**config.mk**
```make
export PLATFORM = sky130hd
export DESIGN_NAME = stepper_trapezoid_ramp_generator_top
export DESIGN_NICKNAME = d
export VERILOG_FILES = /design/src/strg_pkg.sv /design/src/stepper_trapezoid_ramp_generator_top.sv /design/src/strg_ctrl.sv /design/src/strg_dp.sv
export VERILOG_INCLUDE_DIRS = /design/src /design/src/src
export SDC_FILE = /design/constraint.sdc
export NUM_CORES = 2
export LEC_CHECK = 0
export BUFFER_PORTS_ARGS = -buffer_cell sky130_fd_sc_hd__buf_2
export CAP_MARGIN = 5
export CORE_MARGIN = 2
export CORE_UTILIZATION = 45
export CTS_CLUSTER_DIAMETER = 80
export DETAILED_ROUTE_END_ITERATION = 6
export PLACE_DENSITY = 0.67
export SYNTH_ARGS = -nofsm -noshare
export SYNTH_HDL_FRONTEND = slang
export SYNTH_SLANG_ARGS = --single-unit
```
**constraint.sdc**
```tcl
create_clock -name clk -period 16.59 [get_ports clk]
set_input_delay 1.659 -clock clk [delete_from_list [all_inputs] [get_ports clk]]
set_output_delay 1.659 -clock clk [all_outputs]
set_load 0.02 [all_outputs]
```
**src/stepper_trapezoid_ramp_generator_top_macros.svh**
```systemverilog
// Assertion macros for the step ramp generator.
// Each check is clocked on clk and disabled while rst_n is low.
`ifndef STEPPER_TRAPEZOID_RAMP_GENERATOR_TOP_MACROS_SVH
`define STEPPER_TRAPEZOID_RAMP_GENERATOR_TOP_MACROS_SVH
`ifndef NO_ASSERTIONS
// Same-cycle implication.
`define STRG_ASSERT_IMP(lbl, pre, con) \
  lbl: assert property (@(posedge clk) disable iff (!rst_n) (pre) |-> (con)) \
    else $error("strg assertion failed");
// Next-cycle implication.
`define STRG_ASSERT_NXT(lbl, pre, con) \
  lbl: assert property (@(posedge clk) disable iff (!rst_n) (pre) |=> (con)) \
    else $error("strg assertion failed");
`else
`define STRG_ASSERT_IMP(lbl, pre, con)
`define STRG_ASSERT_NXT(lbl, pre, con)
`endif
`endif

```
**src/strg_pkg.sv**
```systemverilog
`default_nettype none
package strg_pkg;

  localparam int POS_W       = 32;
  localparam int PERIOD_W    = 32;
  localparam int FRAC_W      = 16;
  localparam int DECEL_W     = 31;
  localparam int ACCEL_W     = 32;
  localparam int TICK_W      = 32;
  localparam int CFG_IDX_W   = 2;
  localparam int CFG_DATA_W  = 32;

  // Iterative a*p*p*p: one 32x32 limb product per cycle
  localparam int LIMB_W      = 32;
  localparam int LIMBS       = 4;
  localparam int LIMB_IDX_W  = 2;
  localparam int MUL_PASSES  = 3;
  localparam int MUL_STEPS   = LIMBS * MUL_PASSES;
  localparam int MUL_CNT_W   = $clog2(MUL_STEPS);
  localparam int PROD_W      = LIMBS * LIMB_W;
  localparam int ACCEL_SHIFT = 48 + 2 * FRAC_W;

  localparam logic [PERIOD_W-1:0] MIN_PERIOD_RST   = 32'd87381333;
  localparam logic [PERIOD_W-1:0] FIRST_PERIOD_RST = 32'd2930859049;
  localparam logic [DECEL_W-1:0]  DECEL_STEPS_RST  = 31'd1125;
  localparam logic [ACCEL_W-1:0]  ACCEL_COEFF_RST  = 32'd70369;

  typedef enum logic [1:0] {
    FUNC_TICK   = 2'd0,
    FUNC_START  = 2'd1,
    FUNC_SETPOS = 2'd2,
    FUNC_LATCH  = 2'd3
  } func_t;

  typedef enum logic [CFG_IDX_W-1:0] {
    REG_MIN_PERIOD   = 2'd0,
    REG_FIRST_PERIOD = 2'd1,
    REG_DECEL_STEPS  = 2'd2,
    REG_ACCEL_COEFF  = 2'd3
  } cfg_reg_t;

  typedef struct packed {
    logic load;
    logic mul_en;
    logic limb_last;
    logic commit;
  } ctrl_cmd_t;

  typedef struct packed {
    logic step;
  } dp_status_t;

endpackage
`default_nettype wire

```
**src/stepper_trapezoid_ramp_generator_top.sv**
```systemverilog
// The result of an item is in the output register in the cycle after it is accepted.
// Throughput: one item per cycle while the result register can be refilled, except an item
// that issues a step: after its accept the input stalls while the next period a*p^3 is
// built from 12 limb products on one 32x32 multiplier and then committed.
// Reset: synchronous, active low; motion state clears to zero, configuration registers take their defaults.
`default_nettype none
`include "stepper_trapezoid_ramp_generator_top_macros.svh"
module stepper_trapezoid_ramp_generator_top import strg_pkg::*; (
  input  wire logic                    clk,
  input  wire logic                    rst_n,
  input  wire logic                    cfg_we,
  input  wire logic [CFG_IDX_W-1:0]    cfg_index,
  input  wire logic [CFG_DATA_W-1:0]   cfg_data,
  input  wire logic                    in_valid,
  output logic                         in_stall,
  input  wire logic [1:0]              in_func,
  input  wire logic signed [POS_W-1:0] in_value,
  input  wire logic                    in_switch_active,
  output logic                         out_valid,
  input  wire logic                    out_stall,
  output logic                         out_step_pulse,
  output logic                         out_direction,
  output logic signed [POS_W-1:0]      out_position,
  output logic                         out_done_res,
  output logic                         out_stop_fault
);

  ctrl_cmd_t  cmd;
  dp_status_t status;

  strg_ctrl u_ctrl (
    .clk       (clk),
    .rst_n     (rst_n),
    .in_valid  (in_valid),
    .in_stall  (in_stall),
    .out_valid (out_valid),
    .out_stall (out_stall),
    .status    (status),
    .cmd       (cmd)
  );

  strg_dp u_dp (
    .clk              (clk),
    .rst_n            (rst_n),
    .cfg_we           (cfg_we),
    .cfg_index        (cfg_index),
    .cfg_data         (cfg_data),
    .in_func          (in_func),
    .in_value         (in_value),
    .in_switch_active (in_switch_active),
    .cmd              (cmd),
    .status           (status),
    .out_step_pulse   (out_step_pulse),
    .out_direction    (out_direction),
    .out_position     (out_position),
    .out_done_res     (out_done_res),
    .out_stop_fault   (out_stop_fault)
  );

  // Checks
  `STRG_ASSERT_IMP(a_busy_stalls, cmd.mul_en || cmd.commit, in_stall)
  `STRG_ASSERT_NXT(a_step_starts_mul, cmd.load && status.step, cmd.mul_en)
  `STRG_ASSERT_NXT(a_result_held, out_valid && out_stall, out_valid)
  `STRG_ASSERT_IMP(a_no_load_in_mul, cmd.mul_en, !cmd.load)

endmodule
`default_nettype wire

```
**src/strg_ctrl.sv**
```systemverilog
`default_nettype none
module strg_ctrl import strg_pkg::*; (
  input  wire logic       clk,
  input  wire logic       rst_n,
  input  wire logic       in_valid,
  output logic            in_stall,
  output logic            out_valid,
  input  wire logic       out_stall,
  input  wire dp_status_t status,
  output ctrl_cmd_t       cmd
);

  typedef enum logic [2:0] {
    ST_IDLE   = 3'b001,
    ST_MUL    = 3'b010,
    ST_COMMIT = 3'b100
  } state_t;

  state_t                 state_r, state_nxt;
  logic [MUL_CNT_W-1:0]   cnt_r, cnt_nxt;
  logic                   out_valid_r, out_valid_nxt;
  logic                   accept;

  // Take an item only when idle and the output register can be refilled
  assign in_stall  = (state_r != ST_IDLE) || (out_valid_r && out_stall);
  assign accept    = in_valid && !in_stall;
  assign out_valid = out_valid_r;

  // Sequence the period update after a step
  always_comb begin
    state_nxt     = state_r;
    cnt_nxt       = cnt_r;
    cmd           = '0;
    cmd.load      = accept;
    cmd.limb_last = (cnt_r[LIMB_IDX_W-1:0] == LIMB_IDX_W'(LIMBS - 1));
    case (state_r)
      ST_IDLE: begin
        cnt_nxt = '0;
        if (accept && status.step) begin
          state_nxt = ST_MUL;
        end
      end
      ST_MUL: begin
        cmd.mul_en = 1'b1;
        cnt_nxt    = cnt_r + MUL_CNT_W'(1);
        if (cnt_r == MUL_CNT_W'(MUL_STEPS - 1)) begin
          state_nxt = ST_COMMIT;
        end
      end
      ST_COMMIT: begin
        cmd.commit = 1'b1;
        state_nxt  = ST_IDLE;
      end
      default: begin
        state_nxt = ST_IDLE;
      end
    endcase
  end

  // Hold a result until it is taken
  always_comb begin
    out_valid_nxt = out_valid_r;
    if (accept) begin
      out_valid_nxt = 1'b1;
    end else if (!out_stall) begin
      out_valid_nxt = 1'b0;
    end
  end

  always_ff @(posedge clk) begin
    if (!rst_n) begin
      state_r     <= ST_IDLE;
      cnt_r       <= '0;
      out_valid_r <= 1'b0;
    end else begin
      state_r     <= state_nxt;
      cnt_r       <= cnt_nxt;
      out_valid_r <= out_valid_nxt;
    end
  end

endmodule
`default_nettype wire

```
**src/strg_dp.sv**
```systemverilog
`default_nettype none
module strg_dp import strg_pkg::*; (
  input  wire logic                    clk,
  input  wire logic                    rst_n,
  input  wire logic                    cfg_we,
  input  wire logic [CFG_IDX_W-1:0]    cfg_index,
  input  wire logic [CFG_DATA_W-1:0]   cfg_data,
  input  wire logic [1:0]              in_func,
  input  wire logic signed [POS_W-1:0] in_value,
  input  wire logic                    in_switch_active,
  input  wire ctrl_cmd_t               cmd,
  output dp_status_t                   status,
  output logic                         out_step_pulse,
  output logic                         out_direction,
  output logic signed [POS_W-1:0]      out_position,
  output logic                         out_done_res,
  output logic                         out_stop_fault
);

  // Configuration
  logic [PERIOD_W-1:0] min_period_r, first_period_r;
  logic [DECEL_W-1:0]  decel_steps_r;
  logic [ACCEL_W-1:0]  accel_r;

  // Motion state
  logic [POS_W-1:0]    cur_r, cur_nxt;
  logic [POS_W-1:0]    target_r, target_nxt;
  logic                reverse_r, reverse_nxt;
  logic [DECEL_W-1:0]  decel_point_r, decel_point_nxt;
  logic [PERIOD_W-1:0] period_r, period_nxt;
  logic                decel_r, decel_nxt;
  logic [TICK_W-1:0]   elapsed_r, elapsed_nxt;
  logic                latch_r, latch_nxt;

  // Period multiplier
  logic [PROD_W-1:0]     w_r;
  logic [LIMB_W-1:0]     carry_r;
  logic [2*LIMB_W-1:0]   prod;

  // Output register
  logic                step_r, dir_r, done_r, fault_r;
  logic [POS_W-1:0]    pos_r;

  logic                step, fault;
  logic [POS_W:0]      diff_start, diff_tick;
  logic [POS_W:0]      dist_start, dist_tick;
  logic [TICK_W-1:0]   elapsed_inc;

  logic [PROD_W-ACCEL_SHIFT-LIMB_W-1:0] delta_hi;
  logic [PERIOD_W-1:0] delta;
  logic                delta_sat;
  logic [PERIOD_W:0]   period_sum;
  logic [PERIOD_W-1:0] period_ramp;

  // Distances of the sign-extended positions
  assign diff_start = {in_value[POS_W-1], in_value} - {cur_r[POS_W-1], cur_r};
  assign diff_tick  = {target_r[POS_W-1], target_r} - {cur_r[POS_W-1], cur_r};
  assign dist_start = diff_start[POS_W] ? (~diff_start + (POS_W+1)'(1)) : diff_start;
  assign dist_tick  = diff_tick[POS_W] ? (~diff_tick + (POS_W+1)'(1)) : diff_tick;

  assign elapsed_inc = (elapsed_r == '1) ? elapsed_r : elapsed_r + TICK_W'(1);

  // Apply one item to the motion state
  always_comb begin
    cur_nxt         = cur_r;
    target_nxt      = target_r;
    reverse_nxt     = reverse_r;
    decel_point_nxt = decel_point_r;
    period_nxt      = period_r;
    decel_nxt       = decel_r;
    elapsed_nxt     = elapsed_r;
    latch_nxt       = latch_r;
    step            = 1'b0;
    fault           = 1'b0;
    case (func_t'(in_func))
      FUNC_START: begin
        target_nxt  = in_value;
        reverse_nxt = diff_start[POS_W];
        if (dist_start <= {1'b0, decel_steps_r, 1'b0}) begin
          decel_point_nxt = dist_start[DECEL_W:1];
        end else begin
          decel_point_nxt = decel_steps_r;
        end
        period_nxt  = first_period_r;
        decel_nxt   = 1'b0;
        elapsed_nxt = '0;
      end
      FUNC_SETPOS: begin
        cur_nxt    = in_value;
        target_nxt = in_value;
      end
      FUNC_LATCH: begin
        latch_nxt = in_value[0];
      end
      FUNC_TICK: begin
        if (cur_r != target_r) begin
          if (in_switch_active && !latch_r) begin
            latch_nxt  = 1'b1;
            target_nxt = cur_r;
            fault      = 1'b1;
          end else if (elapsed_inc >=
                       {{(TICK_W-(PERIOD_W-FRAC_W)){1'b0}}, period_r[PERIOD_W-1:FRAC_W]}) begin
            // Issue a step; the new period follows from the multiplier
            if (dist_tick == {2'b00, decel_point_r}) begin
              decel_nxt = !decel_r;
            end
            cur_nxt     = reverse_r ? cur_r - POS_W'(1) : cur_r + POS_W'(1);
            elapsed_nxt = '0;
            step        = 1'b1;
          end else begin
            elapsed_nxt = elapsed_inc;
          end
        end
      end
      default: begin
      end
    endcase
  end

  assign status.step = step;

  // One limb product per cycle, rotating the word through the low limb
  assign prod = w_r[LIMB_W-1:0] * period_r + {{LIMB_W{1'b0}}, carry_r};

  // Ramp the period by floor(a*p^3 / 2^shift) and clamp
  assign delta_hi   = w_r[PROD_W-1:ACCEL_SHIFT+LIMB_W];
  assign delta      = w_r[ACCEL_SHIFT+LIMB_W-1:ACCEL_SHIFT];
  assign delta_sat  = |delta_hi;
  assign period_sum = {1'b0, period_r} + {1'b0, delta};

  always_comb begin
    if (decel_r) begin
      period_ramp = (delta_sat || period_sum[PERIOD_W]) ? '1 : period_sum[PERIOD_W-1:0];
    end else begin
      period_ramp = (delta_sat || delta >= period_r) ? '0 : period_r - delta;
    end
    if (period_ramp < min_period_r) begin
      period_ramp = min_period_r;
    end
  end

  // Configuration and motion registers
  always_ff @(posedge clk) begin
    if (!rst_n) begin
      min_period_r   <= MIN_PERIOD_RST;
      first_period_r <= FIRST_PERIOD_RST;
      decel_steps_r  <= DECEL_STEPS_RST;
      accel_r        <= ACCEL_COEFF_RST;
      cur_r          <= '0;
      target_r       <= '0;
      reverse_r      <= 1'b0;
      decel_point_r  <= '0;
      period_r       <= '0;
      decel_r        <= 1'b0;
      elapsed_r      <= '0;
      latch_r        <= 1'b0;
    end else begin
      if (cfg_we) begin
        case (cfg_reg_t'(cfg_index))
          REG_MIN_PERIOD:   min_period_r   <= cfg_data[PERIOD_W-1:0];
          REG_FIRST_PERIOD: first_period_r <= cfg_data[PERIOD_W-1:0];
          REG_DECEL_STEPS:  decel_steps_r  <= cfg_data[DECEL_W-1:0];
          REG_ACCEL_COEFF:  accel_r        <= cfg_data[ACCEL_W-1:0];
          default: begin
          end
        endcase
      end
      if (cmd.load) begin
        cur_r         <= cur_nxt;
        target_r      <= target_nxt;
        reverse_r     <= reverse_nxt;
        decel_point_r <= decel_point_nxt;
        period_r      <= period_nxt;
        decel_r       <= decel_nxt;
        elapsed_r     <= elapsed_nxt;
        latch_r       <= latch_nxt;
      end else if (cmd.commit) begin
        period_r <= period_ramp;
      end
    end
  end

  // Multiplier word and the result item
  always_ff @(posedge clk) begin
    if (cmd.load) begin
      w_r     <= {{(PROD_W-ACCEL_W){1'b0}}, accel_r};
      carry_r <= '0;
      step_r  <= step;
      dir_r   <= reverse_nxt;
      pos_r   <= cur_nxt;
      done_r  <= (cur_nxt == target_nxt);
      fault_r <= fault;
    end else if (cmd.mul_en) begin
      w_r     <= {prod[LIMB_W-1:0], w_r[PROD_W-1:LIMB_W]};
      carry_r <= cmd.limb_last ? '0 : prod[2*LIMB_W-1:LIMB_W];
    end
  end

  assign out_step_pulse = step_r;
  assign out_direction  = dir_r;
  assign out_position   = pos_r;
  assign out_done_res   = done_r;
  assign out_stop_fault = fault_r;

endmodule
`default_nettype wire

```
# Word level (Yosys, flattened, before mapping)
# Cells that the tools add are included.
# Widths: inputs -> output; s select.
op_classes:
  addsub: 11
  multipliers: 1
  n_lt_le_gt_ge: 4
  eq_ne: 25
  n_mux: 48
  bitwise: 2
  n_reduce_logical: 30
op_table:
  columns: ["operator", "n"]
  rows:
  - ["$mux 32", 20]
  - ["$pmux 32 s2", 3]
  - ["$add 33x1->33 const B", 2]
  - ["$mux 33", 2]
  - ["$not 33->33", 2]
  - ["$sub 32x32->33", 2]
  - ["$add 32x1->32 const B", 2]
  - ["$add 64x32->64", 1]
  - ["$mul 32x32->64", 1]
  - ["$add 32x32->33", 1]
  - ["$eq 33x31->1", 1]
  - ["$le 33x32->1", 1]
  - ["$eq 32x32->1", 1]
  - ["$eq 32x32->1 const B", 1]
  - ["$ge 32x16->1", 1]
  - ["$ge 32x32->1", 1]
  - ["$lt 32x32->1", 1]
  - ["$ne 32x32->1", 1]
  - ["$sub 32x1->32 const B", 1]
  - ["$sub 32x32->32", 1]
  - ["$mux 31", 1]
  - ["$mux 1", 16]
  - ["$ne 2x1->1 const B", 8]
  - ["$reduce_and 2->1", 8]
  - ["22 further kinds", 42]
totals:
  register_bits: 493
  in_bits: 74
  out_inout_bits: 38
  wordCells: 144

# Depth between registers and ports, before layout
depth:
  depth_word: 10
  mapped_depth: 35
  depth_no_buf: 33

# By module
# Synthesis repeated with hierarchy kept, for this count alone.
unflattened:
  hier_cells: 7983
  hier_area_um2: 68310.5
by_module_without_submodules:
  columns: ["mod", "instances", "cells_each", "area_each_um2", "seq_area_each_um2"]
  rows:
  - ["strg_dp", 1, 7926, 67870.1, 10390.0]
  - ["strg_ctrl", 1, 57, 440.4, 160.2]

# Least setup slack after synthesis
# Ideal clock, no wire load.
synth_timing:
  kind: "reg-to-reg"
  start: "register u_dp.period_r[9]"
  end: "register u_dp.carry_r[31]"
  setup_time_ps: 117
  t_arrival_ps: 8135
  t_required_ps: 16473
  setup_slack_ps: 8338
  path_stages_with_launch: 31
  path_buffers: 1
  synth_period_minus_slack_ps: 8252
  cell_sequence: "dfxtp_1 -> clkbuf_1 -> and2_1 -> fa_1 -> fa_1 -> inv_1 -> fa_1 -> fa_1 -> fa_1 -> inv_1 -> fa_1 -> fa_1 -> inv_1 -> fa_1 -> inv_1 -> ha_1 -> a21oi_1 -> o21bai_1 -> a21o_1 -> nand2b_1 -> a2111oi_0 -> o21ai_0 -> a211oi_1 -> o31ai_1 -> a221oi_1 -> o21ai_0 -> a21o_1 -> a311o_1 -> a21oi_1 -> xnor2_1 -> a22o_1"
synth_via:
  elab_chain_cells: 3
synth_rtl:
  columns: ["item", "line_no", "rtl"]
  rows:
  - ["from (decl)", "strg_dp.sv:30", "logic [PERIOD_W-1:0] period_r, period_nxt;"]
  - ["from (signal assigned)", "strg_dp.sv:173", "period_r <= period_nxt;"]
  - ["from (signal assigned)", "strg_dp.sv:178", "period_r <= period_ramp;"]
  - ["$mul 32x32->64", "strg_dp.sv:123", "assign prod = w_r[LIMB_W-1:0] * period_r + {{LIMB_W{1'b0}}, carry_r};"]
  - ["$add 64x32->64", "strg_dp.sv:123", null]
  - ["$mux 32", "strg_dp.sv:195", "carry_r <= cmd.limb_last ? '0 : prod[2*LIMB_W-1:LIMB_W];"]
  - ["to (signal assigned)", "strg_dp.sv:195", null]
  - ["to (decl)", "strg_dp.sv:37", "logic [LIMB_W-1:0] carry_r;"]
# No other way between the ends.
# A chain may end at the register's enable or synchronous reset.

# Final worst setup path
layout_timing:
  start: "register u_dp.period_r[0]"
  end: "register u_dp.carry_r[21]"
# Same word-level chain as after synthesis.

==> run metrics <==
status finished with violations; violated checks DRC; DR vias 57500; largest net degree at the start of global routing 100; Fmax 0.106 GHz; vias in the first global route 58000; Max-Slew Margin vs Limit 0.150; Yosys top cell by area fa_1; CP Max Fanout 24; Reg2Reg Setup Slack 7.11 ns; fillers 14600; HP Class reg -> reg; share of the synthesized area in the top cell type 0.277; slowest stage delay, CP 1.00 ns; io pins 112; library cells used by synthesis 102; drt drc 2; number of routed nets with antenna violations 0; hpwl dp 173000 um; FF-to-FF path depth 31; Critical Path Source Type flop; Worst EP required 17.11 ns; share of cells above drive strength 1 0.0520; wire per inst 22.4 um; WP data arrival 9.99 ns; GR Overflow Total 0; CTS Sinks 493; Crit-path slowest cell dfxtp_1; Post-Route WL 224000 um; number of hold buffers added after CTS 0; root buf cell clkbuf_16; CP endpoint u_dp.carry_r[21]; unrepaired setup endpoints after global routing false; most used cell, CP fa_1; first drt pass iteration count 7; Post-synth top cells inv_1 (1214), nand2_1 (1110), fa_1 (933); register area share after synthesis 0.156; clk_skew 0.0542 ns; Leak 33.2 nW; crit path kind reg -> reg; Max Cap Viol 0; top post-synthesis cells by area fa_1 (28%), dfxtp_1 (13%), ha_1 (9.4%); DIE AREA 0.153 mm^2; H-tree depth 2; FF/Latch Area 0.0106 mm^2; synthesized area per cell 8.34 um^2; final net count 9430; Async S/R FF share, synth 0; Slew Viols, Final 0; Yosys warnings 0; r2r startpoint u_dp.period_r[0]; number of synthesized register bits 493; gpl congestion 0.984; min setup slack post-route 7.11 ns; fin crit period 9.48 ns; Hold Violations, Final 0; Max clock buf depth 3; Post-Place Setup Slack 7.22 ns; Syn Std Cell Area 0.0675 mm^2; post-CTS sizing 0; Setup Fix Bufs, Post-CTS 0; port bufs 111; initial antenna violation count 18; Syn Inst Count 8093; start point of the critical path u_dp.period_r[0]; Core Rows 142; Starting Density 0.452; Clock Pin Slew Worst Setup and Hold Paths 0.07 ns; cell with the most instances after synthesis inv_1; EDFF count, synth 68; PwrDens 82.3 mW/mm^2; multi-input logic area 0.0507 mm^2; Die Span X 391 um; peak supply drop 81.7 uV; first-pass GRT wire length 345000 um; Crit Reg-Reg Endpoint u_dp.carry_r[21]; CP Capture Type flop; Vias/cell 5.76; area grow syn2layout 5.91%; final setup vio count 0; TritonCTS clock tree done; core area 0.149 mm^2; ys flop type dfxtp_1; syn nets 9607; clock buffer count from CTS 53; Die Y 391 um; Initial DRC Count 5386; Final TNS setup 0 ns; Clock Latency Late Sink 0.67 ns; fraction of the cycle the final worst path needs 0.571; GRT Total Usage 0.292; Slew @ Worst Pin 1.24 ns
cell families after synthesis:
logic type | share of synthesized area
AOI/OAI and AO/OA | 0.144
xor gates and xnor gates | 0.0357
muxes | 0.00754
adders and majority gates | 0.371
buffers and inverters | 0.0938
and+or+nand+nor | 0.192
DFF | 0.156
report_power, final:
| group | switching (W) | internal, W | leakage, nW | total (W) |
|---|---|---|---|---|
| sequential | 0.0000546 | 0.00127 | 4.14 | 0.00132 |
| clock | 0.000563 | 0.000651 | 0.859 | 0.00121 |
| combinational | 0.00214 | 0.00121 | 28.2 | 0.00335 |
| total | 0.00276 | 0.00312 | 33.2 | 0.00588 |
area by class of cell:
cell class	instances	share of cell area
Timing Repair Buffer	223	0.0196
Tap cell	2016	0.0353
Clock inverter	29	0.00392
Clock buffer	67	0.0204
Inverter	1217	0.0640
Sequential cell	493	0.148
Antenna cell	2	0.0000700
Multi-Input combinational cell	5928	0.709
worst min-delay path by stage:
stage,from,to,slack [ns],cells after the start
2_1_floorplan,u_dp.w_r[64],u_dp.w_r[32],0.42,2
3_3_place_gp,u_dp.w_r[78],u_dp.w_r[46],0.43,2
3_5_place_dp,u_dp.accel_r[2],u_dp.accel_r[2],0.45,2
4_1_cts,u_dp.decel_steps_r[5],u_dp.decel_point_r[5],0.46,2
5_1_grt,u_dp.min_period_r[27],u_dp.min_period_r[27],0.48,2
6_report,u_dp.accel_r[2],u_dp.accel_r[2],0.46,2
flip-flops by register name, indices dropped and copies added, names as in the netlist:
signal and cells:
u_dp.decel_r 1, u_dp.target_r 32, u_dp.cur_r 32, u_dp.latch_r 1
u_dp.decel_steps_r 31, u_ctrl.cnt_r 4, u_dp.out_position 32, u_dp.accel_r 32
u_dp.w_r 128, u_ctrl.state_r 3, u_dp.reverse_r 1, u_dp.decel_point_r 31
u_dp.min_period_r 32, u_dp.elapsed_r 32, u_ctrl.out_valid 1, u_dp.out_direction 1
u_dp.carry_r 32, u_dp.out_done_res 1, u_dp.period_r 32, u_dp.out_step_pulse 1
u_dp.out_stop_fault 1, u_dp.first_period_r 32
layer usage:
| metal | GRT usage | vias to the layer above | part of all wire | wire length [um] |
|---|---|---|---|---|
| met2 | 0.465 | 2553 | 0.45 | 101000 |
| met4 | 0.121 | 16 | 0.047 | 10500 |
| met3 | 0.0471 | 426 | 0.086 | 19300 |
| li1 | - | 25900 | - | - |
| met5 | 0 | - | 0.00052 | 116 |
| met1 | 0.393 | 28600 | 0.41 | 92600 |
layout by cell type (no fill, tap or decap), types with 44 or more instances in the layout:
| cell | Yosys | layout |
|---|---|---|
| a211oi_1 | 99 | 99 |
| a21o_1 | 121 | 121 |
| a21oi_1 | 448 | 447 |
| a22oi_1 | 51 | 51 |
| a31oi_1 | 44 | 44 |
| and2_1 | 602 | 602 |
| and3_1 | 58 | 58 |
| buf_2 | 15 | 110 |
| buf_4 | 6 | 113 |
| clkbuf_16 | 0 | 55 |
| dfxtp_1 | 425 | 420 |
| edfxtp_1 | 68 | 68 |
| fa_1 | 933 | 933 |
| ha_1 | 507 | 506 |
| inv_1 | 1214 | 1212 |
| nand2_1 | 1110 | 1108 |
| nand2b_1 | 46 | 46 |
| nand3_1 | 180 | 179 |
| nand4_1 | 67 | 67 |
| nor2_1 | 331 | 326 |
| nor2b_1 | 50 | 50 |
| nor3_1 | 79 | 78 |
| o211ai_1 | 56 | 56 |
| o21ai_0 | 298 | 298 |
| o21bai_1 | 49 | 49 |
| o31ai_1 | 55 | 55 |
| xnor2_1 | 173 | 173 |
| xor2_1 | 102 | 102 |
per-stage QoR:
| stage | power [W] | cell area (um^2) | hold slack [ns] | utilization | cells |
|---|---|---|---|---|---|
| after floorplan | 0.00358 | 67500 | 0.425 | - | 8093 |
| after global placement | 0.00458 | 69700 | 0.435 | 0.467 | 9877 |
| after detailed placement | 0.00459 | 69700 | 0.448 | 0.467 | 9877 |
| after CTS | 0.00585 | 71500 | 0.456 | 0.478 | 9973 |
| after global routing | 0.00626 | 71500 | 0.478 | 0.478 | 9973 |
| final | 0.00588 | 71500 | 0.456 | 0.478 | 9975 |
critical path, delay by kind of cell (launching register included):
kind                     cells  cell delay [ns]
XOR/XNOR                     1             0.15
buffers and inverters        6             0.34
flip-flops                   1             1.00
AO/OA/AOI/OAI               13             3.11
adder cells (fa/ha/maj)      9             4.40
AND/OR/NAND/NOR              2             0.31
Note: power is estimated with default switching activity, not from simulation.
